[src/rtl/hsj_pkg.sv]
// ============================================================================
// hsj_pkg: shared widths, register map and lane status type
// Constants and types common to the Halton jitter top level and its axis
// lanes.
// ============================================================================
package hsj_pkg;

    localparam int FRAME_W    = 32;   // frame_number
    localparam int EXT_W      = 15;   // frame_width / frame_height
    localparam int SCALE_W    = 16;   // jitter_scale, Q4.12
    localparam int SCALE_FRAC = 12;
    localparam int PCOUNT_W   = 11;   // Halton cycle length
    localparam int PHASE_W    = 12;   // phase = mod + 1, up to 2047
    localparam int DIG_W      = 12;   // base-3 reverse / denominator, up to 3^7
    localparam int OUT_W      = 29;   // jitter_x / jitter_y
    localparam int M_DATA_W   = ((2 * OUT_W + 7) / 8) * 8;
    localparam int APB_ADDR_W = 4;
    localparam int APB_DATA_W = 32;

    // n / 3 as (n * 1366) >> 12, exact for n <= 2047
    localparam int RECIP3    = 1366;
    localparam int RECIP3_W  = 11;
    localparam int RECIP3_SH = 12;

    localparam logic [EXT_W-1:0]    RST_WIDTH  = 15'd1920;
    localparam logic [EXT_W-1:0]    RST_HEIGHT = 15'd1080;
    localparam logic [SCALE_W-1:0]  RST_SCALE  = 16'd4096;
    localparam logic [PCOUNT_W-1:0] RST_PCOUNT = 11'd8;

    typedef enum logic [1:0] {
        REG_WIDTH  = 2'd0,
        REG_HEIGHT = 2'd1,
        REG_SCALE  = 2'd2,
        REG_PCOUNT = 2'd3
    } hsj_reg_t;

    typedef struct packed {
        logic             busy;
        logic [OUT_W-1:0] value;
    } hsj_lane_t;

endpackage

[src/rtl/hsj_axis.sv]
// ============================================================================
// hsj_axis: one jitter axis
// Offset from one half, bit-serial multiply by scale, bit-serial restoring
// divide by the extent, sign restore.
// ============================================================================
module hsj_axis
    import hsj_pkg::*;
#(
    parameter int FRAC_BITS = 24
) (
    input  logic                 aclk,
    input  logic                 aresetn,
    input  logic                 start,
    input  logic [FRAC_BITS-1:0] radinv,
    input  logic [EXT_W-1:0]     extent,
    input  logic [SCALE_W-1:0]   scale,
    output hsj_lane_t            lane
);

    localparam int PROD_W = FRAC_BITS + SCALE_W;
    // (prod * 2) >> 12 keeps the top PROD_W - 11 bits
    localparam int QUO_W  = PROD_W - (SCALE_FRAC - 1);
    localparam int CNT_W  = $clog2(QUO_W);
    localparam logic [FRAC_BITS-1:0] HALF = {1'b1, {(FRAC_BITS - 1){1'b0}}};

    typedef enum logic [2:0] {
        L_IDLE,
        L_MUL,
        L_LOAD,
        L_DIV,
        L_SIGN
    } lane_state_t;

    lane_state_t          state_reg;
    logic [CNT_W-1:0]     cnt_reg;
    logic                 neg_reg;
    logic [PROD_W-1:0]    mcand_reg;
    logic [SCALE_W-1:0]   mplier_reg;
    logic [PROD_W-1:0]    acc_reg;
    logic [EXT_W-1:0]     rem_reg;
    logic [QUO_W-1:0]     quo_reg;
    logic [OUT_W-1:0]     value_reg;

    logic                 in_neg;
    logic [FRAC_BITS-1:0] in_mag;
    logic [EXT_W:0]       div_trial;
    logic                 div_ge;
    logic [EXT_W:0]       div_diff;
    logic [OUT_W-1:0]     quo_out;

    assign in_neg    = radinv < HALF;
    assign in_mag    = in_neg ? (HALF - radinv) : (radinv - HALF);
    assign div_trial = {rem_reg, quo_reg[QUO_W-1]};
    assign div_ge    = div_trial >= {1'b0, extent};
    assign div_diff  = div_trial - {1'b0, extent};
    assign quo_out   = OUT_W'(quo_reg);

    always_ff @(posedge aclk) begin
        if (!aresetn) begin
            state_reg <= L_IDLE;
        end else begin
            unique case (state_reg)
                L_IDLE: begin
                    if (start) begin
                        neg_reg    <= in_neg;
                        mcand_reg  <= PROD_W'(in_mag);
                        mplier_reg <= scale;
                        acc_reg    <= '0;
                        cnt_reg    <= '0;
                        state_reg  <= L_MUL;
                    end
                end
                L_MUL: begin
                    // LSB-first shift-add, one scale bit per cycle
                    if (mplier_reg[0]) begin
                        acc_reg <= acc_reg + mcand_reg;
                    end
                    mcand_reg  <= mcand_reg << 1;
                    mplier_reg <= mplier_reg >> 1;
                    cnt_reg    <= cnt_reg + 1'b1;
                    if (cnt_reg == CNT_W'(SCALE_W - 1)) begin
                        state_reg <= L_LOAD;
                    end
                end
                L_LOAD: begin
                    quo_reg   <= acc_reg[PROD_W-1 -: QUO_W];
                    rem_reg   <= '0;
                    cnt_reg   <= '0;
                    state_reg <= L_DIV;
                end
                L_DIV: begin
                    // restoring divide; quotient bits shift in behind the dividend
                    rem_reg <= div_ge ? div_diff[EXT_W-1:0] : div_trial[EXT_W-1:0];
                    quo_reg <= {quo_reg[QUO_W-2:0], div_ge};
                    cnt_reg <= cnt_reg + 1'b1;
                    if (cnt_reg == CNT_W'(QUO_W - 1)) begin
                        state_reg <= L_SIGN;
                    end
                end
                L_SIGN: begin
                    value_reg <= neg_reg ? (~quo_out + OUT_W'(1)) : quo_out;
                    state_reg <= L_IDLE;
                end
                default: state_reg <= L_IDLE;
            endcase
        end
    end

    assign lane.busy  = state_reg != L_IDLE;
    assign lane.value = value_reg;

    a_start_idle: assert property (@(posedge aclk) disable iff (!aresetn)
        start |-> state_reg == L_IDLE)
        else $error("axis start while busy");

    a_busy_from_start: assert property (@(posedge aclk) disable iff (!aresetn)
        (state_reg != L_IDLE && $past(state_reg) == L_IDLE) |-> $past(start))
        else $error("axis left idle without start");

    a_mul_consumed: assert property (@(posedge aclk) disable iff (!aresetn)
        state_reg == L_LOAD |-> mplier_reg == '0)
        else $error("multiplier bits not fully consumed");

endmodule

[src/rtl/halton_subpixel_jitter.sv]
// ============================================================================
// halton_subpixel_jitter: Halton (2,3) sub-pixel jitter generator
// Frame number in, NDC jitter pair out, digit-serial datapath.
// ============================================================================
//
//  channel | direction | handshake             | payload
//  --------+-----------+-----------------------+-----------------------------
//  s_      | in        | s_tvalid / s_tready   | frame_number
//  m_      | out       | m_tvalid / m_tready   | jitter_x, jitter_y
//  APB     | in/out    | psel, penable, pready | frame_width, frame_height,
//          |           |                       | jitter_scale, cycle length
//
//  Per item: the 32-step serial modulo, k base-3 digit steps (k = number of
//    base-3 digits of the phase, 1..7), the FRAC_BITS-step base-3 fraction
//    divide and the y lane's 16-step multiply plus (FRAC_BITS + 5)-step
//    divide.
//  Zero width, height or cycle length: the item skips the modulo and lane
//    work and goes straight to the output register with both fields zero.
//  Reset: aresetn synchronous, active low; registers return to 1920, 1080,
//    4096 and 8. No clearing pass.
//  Stalls: the result waits in the m_ output register; s_tready is high only
//    while the sequencer is idle, and a finished item waits for that register.
//
module halton_subpixel_jitter
    import hsj_pkg::*;
#(
    parameter int FRAC_BITS = 24
) (
    input  logic                  aclk,
    input  logic                  aresetn,

    input  logic                  s_tvalid,
    output logic                  s_tready,
    input  logic [FRAME_W-1:0]    s_tdata,    // [31:0] frame_number

    output logic                  m_tvalid,
    input  logic                  m_tready,
    output logic [M_DATA_W-1:0]   m_tdata,    // [28:0] jitter_x, [57:29] jitter_y, zero pad

    input  logic                  psel,
    input  logic                  penable,
    input  logic                  pwrite,
    input  logic [APB_ADDR_W-1:0] paddr,
    input  logic [APB_DATA_W-1:0] pwdata,
    output logic [APB_DATA_W-1:0] prdata,
    output logic                  pready
);

    localparam int CNT_W = $clog2(FRAME_W > FRAC_BITS ? FRAME_W : FRAC_BITS);

    typedef enum logic [2:0] {
        S_IDLE,   // wait for a frame number
        S_MOD,    // frame mod cycle length, one bit per cycle
        S_DIG,    // base-3 digits of the phase, one per cycle
        S_H3,     // reverse / 3^k as FRAC_BITS fraction bits, one per cycle
        S_WAIT,   // axis lanes scale and divide
        S_OUT     // load the output register
    } state_t;

    state_t               state_reg;
    logic [EXT_W-1:0]     width_reg;
    logic [EXT_W-1:0]     height_reg;
    logic [SCALE_W-1:0]   scale_reg;
    logic [PCOUNT_W-1:0]  pcount_reg;

    logic [FRAME_W-1:0]   fr_reg;      // dividend shifts out MSB first
    logic [PCOUNT_W-1:0]  mrem_reg;
    logic [CNT_W-1:0]     cnt_reg;
    logic [DIG_W-1:0]     n_reg;       // phase left to split into digits
    logic [DIG_W-1:0]     rev_reg;     // digit reverse, then fraction remainder
    logic [DIG_W-1:0]     den_reg;     // 3^k
    logic [FRAC_BITS-1:0] h3_reg;      // base-3 radical inverse
    logic [FRAC_BITS-1:0] r2_reg;      // base-2 radical inverse
    logic                 start_x_reg;
    logic                 start_y_reg;
    logic                 zero_reg;
    logic                 m_tvalid_reg;
    logic [M_DATA_W-1:0]  m_tdata_reg;

    logic                 cfg_wr;
    logic                 cfg_zero;
    logic                 out_load;
    logic [PCOUNT_W:0]    mod_trial;
    logic                 mod_ge;
    logic [PCOUNT_W:0]    mod_diff;
    logic [PCOUNT_W-1:0]  mod_rem_next;
    logic [PHASE_W-1:0]   phase;
    logic [FRAC_BITS-1:0] r2_w;
    logic [DIG_W+RECIP3_W-1:0] dig_prod;
    logic [DIG_W-1:0]     dig_q;
    logic [1:0]           dig_d;
    logic [DIG_W:0]       h3_trial;
    logic                 h3_ge;
    logic [DIG_W:0]       h3_diff;
    hsj_lane_t            lane_x;
    hsj_lane_t            lane_y;

    // ---------------- configuration port ----------------
    assign pready   = 1'b1;
    assign cfg_wr   = psel && penable && pwrite && pready;
    assign cfg_zero = (width_reg == '0) || (height_reg == '0) || (pcount_reg == '0);

    always_comb begin
        unique case (hsj_reg_t'(paddr[3:2]))
            REG_WIDTH:  prdata = APB_DATA_W'(width_reg);
            REG_HEIGHT: prdata = APB_DATA_W'(height_reg);
            REG_SCALE:  prdata = APB_DATA_W'(scale_reg);
            REG_PCOUNT: prdata = APB_DATA_W'(pcount_reg);
            default:    prdata = '0;
        endcase
    end

    // ---------------- phase: serial restoring modulo ----------------
    assign mod_trial    = {mrem_reg, fr_reg[FRAME_W-1]};
    assign mod_ge       = mod_trial >= {1'b0, pcount_reg};
    assign mod_diff     = mod_trial - {1'b0, pcount_reg};
    assign mod_rem_next = mod_ge ? mod_diff[PCOUNT_W-1:0] : mod_trial[PCOUNT_W-1:0];
    assign phase        = PHASE_W'(mod_rem_next) + PHASE_W'(1);

    // base 2: radical inverse is the phase bits mirrored below the binary point
    always_comb begin
        r2_w = '0;
        for (int i = 0; i < PHASE_W; i++) begin
            r2_w[FRAC_BITS-1-i] = phase[i];
        end
    end

    // ---------------- base 3 digits ----------------
    assign dig_prod = (DIG_W + RECIP3_W)'(n_reg) * (DIG_W + RECIP3_W)'(RECIP3);
    assign dig_q    = DIG_W'(dig_prod >> RECIP3_SH);
    assign dig_d    = 2'(n_reg - dig_q - dig_q - dig_q);

    // fraction bits of reverse / 3^k
    assign h3_trial = {rev_reg, 1'b0};
    assign h3_ge    = h3_trial >= {1'b0, den_reg};
    assign h3_diff  = h3_trial - {1'b0, den_reg};

    // output register takes a finished item when empty or being emptied
    assign out_load = (state_reg == S_OUT) && (!m_tvalid_reg || m_tready);

    // ---------------- sequencer ----------------
    always_ff @(posedge aclk) begin
        if (!aresetn) begin
            state_reg    <= S_IDLE;
            width_reg    <= RST_WIDTH;
            height_reg   <= RST_HEIGHT;
            scale_reg    <= RST_SCALE;
            pcount_reg   <= RST_PCOUNT;
            start_x_reg  <= 1'b0;
            start_y_reg  <= 1'b0;
            m_tvalid_reg <= 1'b0;
        end else begin
            // x lane runs under the base-3 work
            start_x_reg <= (state_reg == S_MOD) && (cnt_reg == CNT_W'(FRAME_W - 1));
            start_y_reg <= (state_reg == S_H3) && (cnt_reg == CNT_W'(FRAC_BITS - 1));

            if (cfg_wr) begin
                unique case (hsj_reg_t'(paddr[3:2]))
                    REG_WIDTH:  width_reg  <= pwdata[EXT_W-1:0];
                    REG_HEIGHT: height_reg <= pwdata[EXT_W-1:0];
                    REG_SCALE:  scale_reg  <= pwdata[SCALE_W-1:0];
                    REG_PCOUNT: pcount_reg <= pwdata[PCOUNT_W-1:0];
                    default:    ;
                endcase
            end

            if (out_load) begin
                m_tvalid_reg <= 1'b1;
            end else if (m_tvalid_reg && m_tready) begin
                m_tvalid_reg <= 1'b0;
            end

            unique case (state_reg)
                S_IDLE: begin
                    if (s_tvalid) begin
                        fr_reg    <= s_tdata;
                        mrem_reg  <= '0;
                        cnt_reg   <= '0;
                        zero_reg  <= cfg_zero;
                        state_reg <= cfg_zero ? S_OUT : S_MOD;
                    end
                end
                S_MOD: begin
                    fr_reg   <= fr_reg << 1;
                    mrem_reg <= mod_rem_next;
                    cnt_reg  <= cnt_reg + 1'b1;
                    if (cnt_reg == CNT_W'(FRAME_W - 1)) begin
                        n_reg     <= DIG_W'(phase);
                        rev_reg   <= '0;
                        den_reg   <= DIG_W'(1);
                        r2_reg    <= r2_w;
                        state_reg <= S_DIG;
                    end
                end
                S_DIG: begin
                    if (n_reg == '0) begin
                        cnt_reg   <= '0;
                        state_reg <= S_H3;
                    end else begin
                        n_reg   <= dig_q;
                        rev_reg <= DIG_W'({rev_reg, 1'b0} + rev_reg + dig_d);
                        den_reg <= DIG_W'({den_reg, 1'b0} + den_reg);
                    end
                end
                S_H3: begin
                    rev_reg <= h3_ge ? h3_diff[DIG_W-1:0] : h3_trial[DIG_W-1:0];
                    h3_reg  <= {h3_reg[FRAC_BITS-2:0], h3_ge};
                    cnt_reg <= cnt_reg + 1'b1;
                    if (cnt_reg == CNT_W'(FRAC_BITS - 1)) begin
                        state_reg <= S_WAIT;
                    end
                end
                S_WAIT: begin
                    if (!start_y_reg && !lane_x.busy && !lane_y.busy) begin
                        state_reg <= S_OUT;
                    end
                end
                S_OUT: begin
                    if (out_load) begin
                        m_tdata_reg <= zero_reg ? '0
                                       : M_DATA_W'({lane_y.value, lane_x.value});
                        state_reg   <= S_IDLE;
                    end
                end
                default: state_reg <= S_IDLE;
            endcase
        end
    end

    assign s_tready = state_reg == S_IDLE;
    assign m_tvalid = m_tvalid_reg;
    assign m_tdata  = m_tdata_reg;

    // ---------------- axis lanes ----------------
    hsj_axis #(
        .FRAC_BITS (FRAC_BITS)
    ) u_axis_x (
        .aclk    (aclk),
        .aresetn (aresetn),
        .start   (start_x_reg),
        .radinv  (r2_reg),
        .extent  (width_reg),
        .scale   (scale_reg),
        .lane    (lane_x)
    );

    hsj_axis #(
        .FRAC_BITS (FRAC_BITS)
    ) u_axis_y (
        .aclk    (aclk),
        .aresetn (aresetn),
        .start   (start_y_reg),
        .radinv  (h3_reg),
        .extent  (height_reg),
        .scale   (scale_reg),
        .lane    (lane_y)
    );

    a_idle_lanes: assert property (@(posedge aclk) disable iff (!aresetn)
        state_reg == S_IDLE |-> !lane_x.busy && !lane_y.busy)
        else $error("axis lane busy while sequencer idle");

    a_h3_rem: assert property (@(posedge aclk) disable iff (!aresetn)
        state_reg == S_H3 |-> rev_reg < den_reg)
        else $error("base-3 fraction remainder out of range");

    a_out_source: assert property (@(posedge aclk) disable iff (!aresetn)
        (m_tvalid_reg && !$past(m_tvalid_reg)) |-> $past(state_reg) == S_OUT)
        else $error("result transfer raised outside output state");

endmodule

[config.mk]
export PLATFORM = sky130hd
export DESIGN_NAME = halton_subpixel_jitter
export DESIGN_NICKNAME = d
export VERILOG_FILES = /design/src/rtl/hsj_pkg.sv /design/src/rtl/hsj_axis.sv /design/src/rtl/halton_subpixel_jitter.sv
export SDC_FILE = /design/constraint.sdc
export NUM_CORES = 1
export LEC_CHECK = 0
export ABC_AREA = 1
export BUFFER_PORTS_ARGS = -buffer_cell sky130_fd_sc_hd__buf_2
export CAP_MARGIN = 25
export CORE_ASPECT_RATIO = 1.2
export CORE_MARGIN = 1
export CORE_UTILIZATION = 45
export CTS_CLUSTER_DIAMETER = 50
export DETAILED_ROUTE_END_ITERATION = 7
export SLEW_MARGIN = 25
export SYNTH_ARGS = -nofsm -noshare
export SYNTH_HDL_FRONTEND = slang
export SYNTH_HIERARCHICAL = 1
export SYNTH_SLANG_ARGS = --single-unit
[constraint.sdc]
create_clock -name aclk -period 8.6 [get_ports aclk]
set_clock_uncertainty 0.05 [all_clocks]
set_input_delay 0.43 -clock aclk [delete_from_list [all_inputs] [get_ports aclk]]
set_output_delay 0.43 -clock aclk [all_outputs]
set_load 0.005 [all_outputs]
==> out/metrics.cfg <==
[layout]
largest_reg_flops=58
layout.cells.non_filler=6243
fin_area_mm2=0.0436
area_growth_pct=12.5
utilization=0.512
drive_gt1_frac=0.0814
layout_commonest_cell=nand2_1
antenna_cells=0
final_cell_mix=nand2_1, inv_1, nor2_1, edfxtp_1, o21ai_0
nNetsFinal=5403

[route]
wirelength_um=97000
viasPerCell=5.01
drc=0
drt_iter0_drc=1828
wire_per_inst_um=15.5
drt.antenna.violating_nets=0
drt_pass1_iterations=6
vias=31266

[synthesis]
ys.flop_type=edfxtp_1
yosysWarnings=6
seq_area_frac_synth=0.445
yosysUniqueCellTypes=64
async_reset_ff_frac=0
syn_area_per_cell_um2=8.00
syn_area_mm2=0.0387
syn_inst=4843
synth-edff-count=528
synth_seq_cells=597

[global_routing]
grt_antenna_before_repair=0
met2_usage=0.393
met3_usage=0.0278
grt_overflow_total=0
track_usage=0.222
grt_pass1_vias=30064
use_met1=0.278
grt-busiest-layer=met2
grt_start_max_net_pins=90
grt_pass1_wl_um=156000

[power_and_ir_drop]
irDropWorstVdd_v=0.000691
swShare=0.450
p_clk_frac=0.199
switching_power_mw=7.22
total_power_mw=16.0
p_seq_frac=0.223
internal_power_mw=8.82
p_leak_nw=19.9
p_comb_frac=0.578
power_density_mw_per_mm2=368

[setup_path]
critPathKind=flop to flop
startpoint_type=flop
cpLargestDelayFamily=adder cells
cp_data_arrival_time_ns=7.57
cpMostUsedCell=nand2_1
worst-endpoint-required_ns=8.93
cp-startpoint=n_reg[1]
setup.worst_path.end_class=flop
reg2reg_slack_ns=1.36
slowest_stage=edfxtp_1
crit_fanout=8
cp_slowest_stage_delay_ns=0.54
path_buf_inv=7
r2r_start=n_reg[1]

[sta]
maxSlewHeadroom=0.355
min_period_ns=7.24
post-route-period-util=0.842
slew_violations=0
hold_ws_ns=0.0355
rsz0062_at_grt=false
fmax_mhz=138
setup_tns_ns=0
hold_violations=0
worst_slack_ns=1.36
tightest_slew_ns=0.963
setup_viol=0

[clocking]
cts_buffers=76
cts_root_buf=clkbuf_16
clk_latency_ns=0.64
clk_pin_slew_worst_paths_ns=0.06
ctsLongestPathBuffers=3
post_cts_buffers=0
cts.sinks=597
cts_tree=yes
cts_htree_levels=3

[min_path]
holdCritStartpoint=s_tdata[4]
min_path_type=primary input to flop

[die]
start_util=0.456
die_width_um=270
row_count=117
core_area_mm2=0.0851
pin_count=174
die_y_um=323
die_area_mm2=0.0873

[placement]
hpwlAfterDp_um=73500
portBuffers=132
dp_slack_ns=1.39
dp_cells=6067
place_congestion=0.926
dpl-instance-area_mm2=0.0407

[run_status]
status=completed

[job]
cap_viol_max_count=0

timing repair:
| action | in CTS | in global routing |
|---|---|---|
| hold endpoints to repair | 33 | 0 |
| resized for setup | 0 | 0 |
| hold buffers | 33 | 0 |
metal layers:
layer | part of all wire | vias to the layer above
met5 | 0 | -
met4 | 0.031 | 0
met3 | 0.039 | 153
met2 | 0.49 | 565
met1 | 0.44 | 14373
li1 | - | 16175
worst paths after layout:
path	to	cells past startpoint
setup / recovery	rev_reg[9]	33
hold / removal	fr_reg[4]	3
setup reg to reg	rev_reg[9]	33
hold reg to reg	u_axis_x/state_reg[1]	2
logic make-up after synthesis:
group / after synthesis / share of synthesized area
compound gates: 675 / 0.0952
xor+xnor: 117 / 0.0266
fa+ha+maj: 279 / 0.0976
buf+inv: 861 / 0.0880
flops: 597 / 0.445
mux: 1 / 0.000258
other cells: 2 / 0.000194
simple gates: 2311 / 0.247
synth_stat cells, types with 39 or more instances:
library cell  count  area share
ha_1            240       0.077
edfxtp_1        528        0.41
fa_1             39       0.020
a21oi_1         258       0.033
nand3_1         219       0.028
nor2_1          602       0.058
nor3_1           46      0.0059
dfxtp_1          69       0.036
xor2_1           90       0.020
nand2_1        1282        0.12
o21ai_0         289       0.037
clkbuf_1         62      0.0060
inv_1           721       0.070
worst min-delay path, stage by stage:
cell	delay, ns
buf_2	0.08
nand2_1	0.05
nand2_1	0.06
power groups by stage:
stage	clock [mW]	combinational (mW)	sequential [mW]
floorplan	0	7.13	3.59
global placement	0	9.16	3.64
detailed placement	0	9.21	3.64
CTS	3.28	9.32	3.58
global route	3.37	10.7	3.60
finish	3.19	9.26	3.58
area by class of cell:
cell class	count	area (um^2)
Clock inverter	53	581
Inverter	741	2790
Sequential cell	597	17200
Fill cell	8140	41500
Multi-Input combinational cell	3442	18400
Tap cell	1130	1410
Timing Repair Buffer	191	1190
Clock buffer	89	1950
Power figures use the tool's default switching activity.
